[src/design/tcf_pkg.sv]
`timescale 1ns / 1ps
// ----------------------------------------------------------------------------
// tcf_pkg: shared types and constants of the tilt complementary filter
// Sequencer states, configuration bundle, angle limits and the CORDIC
// arctangent table in 1/65536 degree units.
// ----------------------------------------------------------------------------
package tcf_pkg;

  localparam int unsigned ADDR_W    = 3;
  localparam int unsigned MAX_STEPS = 24;

  // register indexes, taken from paddr[2]
  localparam logic REG_IDX_WEIGHT = 1'b0;
  localparam logic REG_IDX_PERIOD = 1'b1;

  localparam logic [15:0] WEIGHT_RESET = 16'd328;
  localparam logic [15:0] PERIOD_RESET = 16'd328;

  // 180 and 90 degrees in 1/65536 degree
  localparam logic signed [26:0] ANGLE_LIMIT = 27'sd11796480;
  localparam logic signed [24:0] DEG90       = 25'sd5898240;

  typedef enum logic [2:0] {
    ST_IDLE,
    ST_INC,
    ST_GYRO,
    ST_WAIT,
    ST_FUSE,
    ST_SUM,
    ST_OUT
  } tcf_state_e;

  typedef enum logic [1:0] {
    COR_IDLE,
    COR_RUN,
    COR_FIN
  } cor_state_e;

  typedef struct packed {
    logic [15:0] accel_weight;
    logic [15:0] sample_period;
  } tcf_cfg_t;

  // atan(2^-i) in 1/65536 degree
  function automatic logic [21:0] atan_lut(input logic [4:0] idx);
    logic [21:0] v;
    case (idx)
      5'd0:    v = 22'd2949120;
      5'd1:    v = 22'd1740967;
      5'd2:    v = 22'd919879;
      5'd3:    v = 22'd466945;
      5'd4:    v = 22'd234379;
      5'd5:    v = 22'd117304;
      5'd6:    v = 22'd58666;
      5'd7:    v = 22'd29335;
      5'd8:    v = 22'd14668;
      5'd9:    v = 22'd7334;
      5'd10:   v = 22'd3667;
      5'd11:   v = 22'd1833;
      5'd12:   v = 22'd917;
      5'd13:   v = 22'd458;
      5'd14:   v = 22'd229;
      5'd15:   v = 22'd115;
      5'd16:   v = 22'd57;
      5'd17:   v = 22'd29;
      5'd18:   v = 22'd14;
      5'd19:   v = 22'd7;
      5'd20:   v = 22'd4;
      5'd21:   v = 22'd2;
      5'd22:   v = 22'd1;
      default: v = 22'd0;
    endcase
    return v;
  endfunction

endpackage

[src/design/tilt_complementary_filter_top.sv]
`timescale 1ns / 1ps
// ----------------------------------------------------------------------------
// tilt_complementary_filter_top: IMU tilt complementary filter
// Fuses integrated gyro rate with a CORDIC accelerometer tilt angle.
// ----------------------------------------------------------------------------
// One raw sample (accel Y, accel Z, gyro X) enters per transaction and yields
// one result: the fused tilt angle and the two-sample mean rate, both in
// 1/256 degree units. A sample passes from acceptance through the states INC,
// GYRO, WAIT, FUSE, SUM and OUT to the output register; WAIT lasts while the
// CORDIC loop runs, which performs one micro-rotation per cycle with the step
// count capped at 24; a sample with zero Y or zero Z skips the rotations. With
// the output register free, the next sample can be taken in the cycle after the
// result is loaded. The gyro
// increment and the fusion share one registered multiplier. s_axis_tready is
// high only while the sequencer is idle; a finished result waits in the output
// register while the next sample is taken in. accel_weight (address 0) and
// sample_period (address 4) are Q0.16 and must be written while idle.
module tilt_complementary_filter_top #(
  parameter int unsigned CORDIC_STEPS = 16
) (
  input  logic                       clk_i,
  input  logic                       rst_ni,
  // accel_y[15:0], accel_z[31:16], gyro_x[47:32]
  input  logic [47:0]                s_axis_tdata,
  input  logic                       s_axis_tvalid,
  output logic                       s_axis_tready,
  // tilt_angle[16:0], tilt_rate[34:17], zero pad[39:35]
  output logic [39:0]                m_axis_tdata,
  output logic                       m_axis_tvalid,
  input  logic                       m_axis_tready,
  input  logic                       psel,
  input  logic                       penable,
  input  logic                       pwrite,
  input  logic [tcf_pkg::ADDR_W-1:0] paddr,
  input  logic [31:0]                pwdata,
  output logic [31:0]                prdata,
  output logic                       pready
);

  tcf_pkg::tcf_state_e state_q, state_d;
  tcf_pkg::tcf_cfg_t   cfg;

  logic signed [15:0] ay_q, az_q, prev_q;
  logic signed [23:0] neg_g_q;
  logic signed [17:0] rate_q;
  logic signed [26:0] gyro_q, diff_q;
  logic signed [24:0] acc_q;
  logic               out_valid_q;
  logic [39:0]        out_data_q;

  logic               in_fire, out_free, load_out;
  logic signed [15:0] g_in;
  logic signed [24:0] rate_full, g_sum;
  logic signed [23:0] g_in24;
  logic signed [27:0] mul_a;
  logic        [15:0] mul_b;
  logic signed [44:0] prod, prod_inc, prod_fuse;
  logic signed [26:0] fused, fused_sat;
  logic signed [24:0] tilt_full;
  logic               cor_start, cor_busy;
  logic signed [23:0] cor_angle;

  tcf_regs u_regs (
    .clk_i  (clk_i),
    .rst_ni (rst_ni),
    .psel   (psel),
    .penable(penable),
    .pwrite (pwrite),
    .paddr  (paddr),
    .pwdata (pwdata),
    .prdata (prdata),
    .pready (pready),
    .cfg_o  (cfg)
  );

  tcf_cordic #(
    .CORDIC_STEPS(CORDIC_STEPS)
  ) u_cordic (
    .clk_i    (clk_i),
    .rst_ni   (rst_ni),
    .start_i  (cor_start),
    .accel_y_i(ay_q),
    .accel_z_i(az_q),
    .busy_o   (cor_busy),
    .angle_o  (cor_angle)
  );

  tcf_mul u_mul (
    .clk_i(clk_i),
    .a_i  (mul_a),
    .b_i  (mul_b),
    .p_o  (prod)
  );

  assign s_axis_tready = state_q == tcf_pkg::ST_IDLE;
  assign in_fire       = s_axis_tvalid & s_axis_tready;
  assign out_free      = !out_valid_q || m_axis_tready;
  assign load_out      = (state_q == tcf_pkg::ST_OUT) && out_free;

  assign g_in   = s_axis_tdata[47:32];
  assign g_in24 = 24'(g_in);
  // rate = -(g + prev) * 125 / 64, rounded
  assign g_sum     = 25'(g_in) + 25'(prev_q);
  assign rate_full = 25'(-(g_sum * 25'sd125)) + 25'sd32;

  // rounded shifts of the shared product
  assign prod_inc  = prod + 45'sd4096;
  assign prod_fuse = prod + 45'sd32768;
  assign fused     = gyro_q + prod_fuse[42:16];

  always_comb begin
    if (fused > tcf_pkg::ANGLE_LIMIT) begin
      fused_sat = tcf_pkg::ANGLE_LIMIT;
    end else if (fused < -tcf_pkg::ANGLE_LIMIT) begin
      fused_sat = -tcf_pkg::ANGLE_LIMIT;
    end else begin
      fused_sat = fused;
    end
  end

  assign tilt_full = acc_q + 25'sd128;

  // next state
  always_comb begin
    state_d = state_q;
    case (state_q)
      tcf_pkg::ST_IDLE: if (in_fire) state_d = tcf_pkg::ST_INC;
      tcf_pkg::ST_INC:  state_d = tcf_pkg::ST_GYRO;
      tcf_pkg::ST_GYRO: state_d = tcf_pkg::ST_WAIT;
      tcf_pkg::ST_WAIT: if (!cor_busy) state_d = tcf_pkg::ST_FUSE;
      tcf_pkg::ST_FUSE: state_d = tcf_pkg::ST_SUM;
      tcf_pkg::ST_SUM:  state_d = tcf_pkg::ST_OUT;
      tcf_pkg::ST_OUT:  if (out_free) state_d = tcf_pkg::ST_IDLE;
      default:          state_d = tcf_pkg::ST_IDLE;
    endcase
  end

  // outputs of the sequencer
  always_comb begin
    cor_start = 1'b0;
    mul_a     = 28'(neg_g_q);
    mul_b     = cfg.sample_period;
    case (state_q)
      tcf_pkg::ST_INC: begin
        cor_start = 1'b1;
      end
      tcf_pkg::ST_FUSE: begin
        mul_a = 28'(diff_q);
        mul_b = cfg.accel_weight;
      end
      default: ;
    endcase
  end

  always_ff @(posedge clk_i or negedge rst_ni) begin
    if (!rst_ni) begin
      state_q     <= tcf_pkg::ST_IDLE;
      prev_q      <= '0;
      acc_q       <= '0;
      out_valid_q <= 1'b0;
    end else begin
      state_q <= state_d;
      if (in_fire) prev_q <= g_in;
      if (state_q == tcf_pkg::ST_SUM) acc_q <= fused_sat[24:0];
      if (load_out) begin
        out_valid_q <= 1'b1;
      end else if (m_axis_tready) begin
        out_valid_q <= 1'b0;
      end
    end
  end

  always_ff @(posedge clk_i) begin
    if (in_fire) begin
      ay_q    <= s_axis_tdata[15:0];
      az_q    <= s_axis_tdata[31:16];
      neg_g_q <= 24'(-(g_in24 * 24'sd125));
      rate_q  <= rate_full[23:6];
    end
    if (state_q == tcf_pkg::ST_GYRO) gyro_q <= 27'(acc_q) + prod_inc[39:13];
    if (state_q == tcf_pkg::ST_WAIT) diff_q <= 27'(cor_angle) - gyro_q;
    if (load_out) out_data_q <= {5'd0, rate_q, tilt_full[24:8]};
  end

  assign m_axis_tvalid = out_valid_q;
  assign m_axis_tdata  = out_data_q;

endmodule

[src/design/tcf_regs.sv]
`timescale 1ns / 1ps
// ----------------------------------------------------------------------------
// tcf_regs: configuration register file
// APB-style slave holding the accelerometer weight and the sample period.
// ----------------------------------------------------------------------------
module tcf_regs (
  input  logic                       clk_i,
  input  logic                       rst_ni,
  input  logic                       psel,
  input  logic                       penable,
  input  logic                       pwrite,
  input  logic [tcf_pkg::ADDR_W-1:0] paddr,
  input  logic [31:0]                pwdata,
  output logic [31:0]                prdata,
  output logic                       pready,
  output tcf_pkg::tcf_cfg_t          cfg_o
);

  tcf_pkg::tcf_cfg_t cfg_q;
  logic              wr_en;

  assign pready = 1'b1;
  assign wr_en  = psel & penable & pwrite;

  always_ff @(posedge clk_i or negedge rst_ni) begin
    if (!rst_ni) begin
      cfg_q.accel_weight  <= tcf_pkg::WEIGHT_RESET;
      cfg_q.sample_period <= tcf_pkg::PERIOD_RESET;
    end else if (wr_en) begin
      case (paddr[2])
        tcf_pkg::REG_IDX_WEIGHT: cfg_q.accel_weight  <= pwdata[15:0];
        default:                 cfg_q.sample_period <= pwdata[15:0];
      endcase
    end
  end

  always_comb begin
    case (paddr[2])
      tcf_pkg::REG_IDX_WEIGHT: prdata = {16'd0, cfg_q.accel_weight};
      default:                 prdata = {16'd0, cfg_q.sample_period};
    endcase
  end

  assign cfg_o = cfg_q;

endmodule

[src/design/tcf_mul.sv]
`timescale 1ns / 1ps
// ----------------------------------------------------------------------------
// tcf_mul: shared registered multiplier
// Signed 28-bit operand times unsigned 16-bit operand, product registered.
// ----------------------------------------------------------------------------
module tcf_mul (
  input  logic               clk_i,
  input  logic signed [27:0] a_i,
  input  logic        [15:0] b_i,
  output logic signed [44:0] p_o
);

  logic signed [44:0] p_q;
  logic signed [44:0] p_d;
  logic signed [16:0] b_s;

  assign b_s = {1'b0, b_i};
  assign p_d = 45'(a_i * b_s);

  always_ff @(posedge clk_i) begin
    p_q <= p_d;
  end

  assign p_o = p_q;

endmodule

[src/design/tcf_cordic.sv]
`timescale 1ns / 1ps
// ----------------------------------------------------------------------------
// tcf_cordic: iterative vectoring CORDIC
// Forms atan(-ay/az) in 1/65536 degree, one micro-rotation per cycle.
// ----------------------------------------------------------------------------
module tcf_cordic #(
  parameter int unsigned CORDIC_STEPS = 16
) (
  input  logic               clk_i,
  input  logic               rst_ni,
  input  logic               start_i,
  input  logic signed [15:0] accel_y_i,
  input  logic signed [15:0] accel_z_i,
  output logic               busy_o,
  output logic signed [23:0] angle_o
);

  localparam int unsigned NUM_STEPS =
    (CORDIC_STEPS > tcf_pkg::MAX_STEPS) ? tcf_pkg::MAX_STEPS : CORDIC_STEPS;
  localparam logic [4:0] LAST_IDX = 5'(NUM_STEPS - 1);

  tcf_pkg::cor_state_e state_q, state_d;

  logic signed [33:0] x_q, x_d, y_q, y_d;
  logic signed [24:0] z_q, z_d;
  logic        [4:0]  idx_q, idx_d;
  logic               pos_q, pos_d;
  logic signed [23:0] angle_q, angle_d;

  logic signed [16:0] ay_s, az_s, abs_y, abs_z;
  logic signed [33:0] xs, ys;
  logic signed [24:0] step_ang, z_clamp;

  assign ay_s  = 17'(accel_y_i);
  assign az_s  = 17'(accel_z_i);
  assign abs_y = ay_s[16] ? -ay_s : ay_s;
  assign abs_z = az_s[16] ? -az_s : az_s;

  assign xs       = x_q >>> idx_q;
  assign ys       = y_q >>> idx_q;
  assign step_ang = {3'b000, tcf_pkg::atan_lut(idx_q)};

  always_comb begin
    if (z_q < 0) begin
      z_clamp = '0;
    end else if (z_q > tcf_pkg::DEG90) begin
      z_clamp = tcf_pkg::DEG90;
    end else begin
      z_clamp = z_q;
    end
  end

  // next state
  always_comb begin
    state_d = state_q;
    case (state_q)
      tcf_pkg::COR_IDLE: begin
        if (start_i) begin
          state_d = (abs_y == 0 || abs_z == 0) ? tcf_pkg::COR_FIN : tcf_pkg::COR_RUN;
        end
      end
      tcf_pkg::COR_RUN: begin
        if (idx_q == LAST_IDX) state_d = tcf_pkg::COR_FIN;
      end
      tcf_pkg::COR_FIN:  state_d = tcf_pkg::COR_IDLE;
      default:           state_d = tcf_pkg::COR_IDLE;
    endcase
  end

  // datapath
  always_comb begin
    x_d     = x_q;
    y_d     = y_q;
    z_d     = z_q;
    idx_d   = idx_q;
    pos_d   = pos_q;
    angle_d = angle_q;
    case (state_q)
      tcf_pkg::COR_IDLE: begin
        if (start_i) begin
          x_d   = {3'b000, abs_z, 14'd0};
          y_d   = {3'b000, abs_y, 14'd0};
          idx_d = '0;
          pos_d = accel_y_i[15] != accel_z_i[15];
          // degenerate inputs skip the rotations
          if (abs_y == 0) begin
            z_d = '0;
          end else if (abs_z == 0) begin
            z_d = tcf_pkg::DEG90;
          end else begin
            z_d = '0;
          end
        end
      end
      tcf_pkg::COR_RUN: begin
        if (y_q > 0) begin
          x_d = x_q + ys;
          y_d = y_q - xs;
          z_d = z_q + step_ang;
        end else begin
          x_d = x_q - ys;
          y_d = y_q + xs;
          z_d = z_q - step_ang;
        end
        idx_d = idx_q + 5'd1;
      end
      tcf_pkg::COR_FIN: begin
        angle_d = pos_q ? z_clamp[23:0] : -z_clamp[23:0];
      end
      default: ;
    endcase
  end

  always_ff @(posedge clk_i or negedge rst_ni) begin
    if (!rst_ni) begin
      state_q <= tcf_pkg::COR_IDLE;
    end else begin
      state_q <= state_d;
    end
  end

  always_ff @(posedge clk_i) begin
    x_q     <= x_d;
    y_q     <= y_d;
    z_q     <= z_d;
    idx_q   <= idx_d;
    pos_q   <= pos_d;
    angle_q <= angle_d;
  end

  assign busy_o  = state_q != tcf_pkg::COR_IDLE;
  assign angle_o = angle_q;

endmodule
[config.mk]
export PLATFORM = sky130hd
export DESIGN_NAME = tilt_complementary_filter_top
export DESIGN_NICKNAME = d
export VERILOG_FILES = /design/src/design/tcf_pkg.sv /design/src/design/tilt_complementary_filter_top.sv /design/src/design/tcf_regs.sv /design/src/design/tcf_mul.sv /design/src/design/tcf_cordic.sv
export SDC_FILE = /design/constraint.sdc
export NUM_CORES = 2
export LEC_CHECK = 0
export BUFFER_PORTS_ARGS = -buffer_cell sky130_fd_sc_hd__buf_2
export CAP_MARGIN = 25
export CORE_ASPECT_RATIO = 0.75
export CORE_MARGIN = 5
export CORE_UTILIZATION = 41
export DETAILED_ROUTE_END_ITERATION = 8
export GPL_ROUTABILITY_DRIVEN = 0
export PLACE_DENSITY = 0.56
export SLEW_MARGIN = 10
export SYNTH_ARGS = -nofsm -noshare
export SYNTH_HDL_FRONTEND = slang
export SYNTH_SLANG_ARGS = --single-unit
[constraint.sdc]
create_clock -name clk_i -period 9.2 [get_ports clk_i]
set_input_delay 1.84 -clock clk_i [delete_from_list [all_inputs] [get_ports clk_i]]
set_output_delay 1.84 -clock clk_i [all_outputs]
set_load 0.03 [all_outputs]
==> impl_results.md <==
- Status: finished, final reports clean
- Vias in the first global route: between 40000 and 50000
- Final hold slack: 0.4184 ns
- Critical path type: in2reg
- Yosys top cell area share: 0.2012
- TritonCTS Buffers: 54
- Clk buf depth: 3
- Post-synth top area cell: fa_1
- Initial Util: 0.4142
- WL final: approximately 160000 um
- First-pass DRT Iterations: 7
- Fin crit share: 0.9480
- Buf/Inv on CP: 2
- Critical path fanouts, max: 4
- CP delay by family, top: compound AO/OA/AOI/OAI gates
- Final Max Slew Viols: 0
- Most common cell in the netlist: inv_1
- Die width: about 430 um
- CP arrival: 9.13 ns
- Wire length per cell: around 21 um
- Core Region: ~0.13 mm^2
- Fin util: 0.4508
- Die Ht: ~320 um
- Number of antenna violations at the first check in global routing: 4
- Post-layout min period: around 8.7 ns
- Clock sinks: around 420
- Mux contribution to synthesized area: 0.08083
- Top achievable clock speed: 114.7 MHz
- # IOs: approximately 170
- Main combinational cell family by area after synthesis: adder cells
- Skew final: just under 0.03 ns
- Worst path required time: slightly below 10 ns
- Syn avg cell area: approximately 9.5 um^2
- Post-DP HPWL: ~130000 um
- Standard-cell row count: between 100 and 150
- First-pass GRT wire length: approximately 250000 um
- Netlist cell types: 96
- Sequential area share after synthesis: 0.2173
- Synth Area in XOR/XNOR: 0.06611
- Finished Cell Area: a little under 0.06 mm^2
- Hold_buf cts: 0
- Port buffer count: 124
- CP max-delay cell: fa_1
- Synthesized area: around 0.054 mm^2
- Ys async rst share: 0.1890
- Hold WC Path Type: reg2reg
- Drt initial violations: around 4000
- DRC violations left: 0
- Post-synth EDFFs: about 290
- Synth Area in Compound Gates: 0.1148
- Syn-to-layout area delta: 8.831%
- CP Launch Type: input pin
- Main area contributors after synthesis: fa_1, edfxtp_1, ha_1
- Slew HR: 0.2905
- Actual slew at the worst max-slew pin: ~1.0 ns
- RSZ-0062 raised after global routing: no
- Vias: about 42000
- CTS resizes: 0
- Worst skew pair latency: about 0.66 ns
- Post-synth top flop: edfxtp_1
- Gr usage total: 0.2296
- DRT antenna net count: 0
- Reg clk slew, reported paths: 0.06 ns
- #FFs+latches synth: approximately 420
- H-tree Lvls: 2
- Via density: about 5.5
- Grt ovf: 0
- Post-synth top cells: inv_1, nand2_1, nor2_1, fa_1, ha_1
- Layout Nets: around 7000
- Largest net degree at the start of global routing: 72
- Setup violators final: 0
- Adder-Cell Fraction of Synth Area: 0.3099
- TritonCTS clock tree: built
- Critical Path End Type: flop
- Max stage delay on crit path: roughly 0.50 ns
- Postcts setup bufs: 0
- Post-synthesis simple-gate area fraction: 0.1389
- Yosys Warn Count: 0
- Max Cap Violations: 0
- CTS root buf: clkbuf_16
- Cell Area, Placed: between 0.05 and 0.06 mm^2
- Layout cells sized above 1: 0.1051
- Endpoints failing hold: 0
- Mapped Cells: between 5000 and 6000
- Full die area: approximately 0.14 mm^2
cell usage in the layout (no fill, tap or decap), drive strengths merged, types with 42 or more instances in the layout:
cell type  instances
clkbuf            65
inv              730
buf              254
xor2             163
o21ai            208
and3              46
ha               465
o21a              48
a21o              91
edfxtp           286
mux2             132
mux2i             70
a21oi            254
dfrtp             73
nor2             545
a211oi            42
mux4              91
nand2b            57
nand3             93
nand2            567
fa               538
nor3             112
dfxtp             53
xnor2            241
kinds of logic after synthesis:
kind of cell / count (synthesis)
simple gates: 1644
fa+ha+maj: 1003
compound gates: 946
buf+inv: 937
flops: 418
xor+xnor: 404
mux: 293
other cells: 2
state kept, by name (all words and copies together), names as in the netlist:
name and count:
rate_q 18, u_cordic.step_ang 22, u_cordic.x_q 34, u_cordic.y_q 34, ay_q 16, gyro_q 27, diff_q 27, u_cordic.pos_q 1
prev_q 16, state_q 3, u_cordic.z_q 25, u_cordic.angle_o 24, u_mul.p_o 31, u_cordic.state_q 2, acc_q 25, u_regs.cfg_o 32
az_q 16, m_axis_tvalid 1, u_cordic.idx_q 5, neg_g_q 24, m_axis_tdata 35
area by class of cell:
class	count	area, um^2
diodes	5	12.51
repair buffers	255	1694
multi-input cells	4312	38170
fillers	12550	70980
clock buffers	64	1419
well taps	1740	2177
flip-flops and latches	418	11630
clock inverters	37	419.2
inverters	726	2728
through the flow:
step	TNS [ns]	setup WS, ns	cells
6_report	0	0.4788	7557
5_1_grt	0	0.1090	7553
2_1_floorplan	0	0.3092	5667
3_5_place_dp	-0.1654	-0.1614	7446
3_3_place_gp	0	0.005351	7445
4_1_cts	0	0.5146	7547
final timing paths:
check | slack (ns) | endpoint | cells past startpoint | start
max | 0.48 | rate_q[17] | 28 | s_axis_tdata[32]
min | 0.42 | m_axis_tdata[22] | 0 | rate_q[5]
max reg2reg | 0.72 | u_mul.p_o[37] | 25 | state_q[2]
min reg2reg | 0.42 | m_axis_tdata[22] | 0 | rate_q[5]
max in group asynchronous | 6.95 | u_regs.cfg_o[26] | 2 | rst_ni
min in group asynchronous | 1.09 | acc_q[7] | 1 | rst_ni
layer usage:
layer	wire length, um	global-route usage	vias to the layer above
li1	-	-	19520
met1	80450	0.3788	20570
met2	58450	0.2934	1614
met3	17330	0.06314	158
met4	2433	0.04002	6
met5	78	0.002041	-
Power is not shown: default switching activity piles up to over one toggle a cycle in this logic, so the estimate is an artifact.
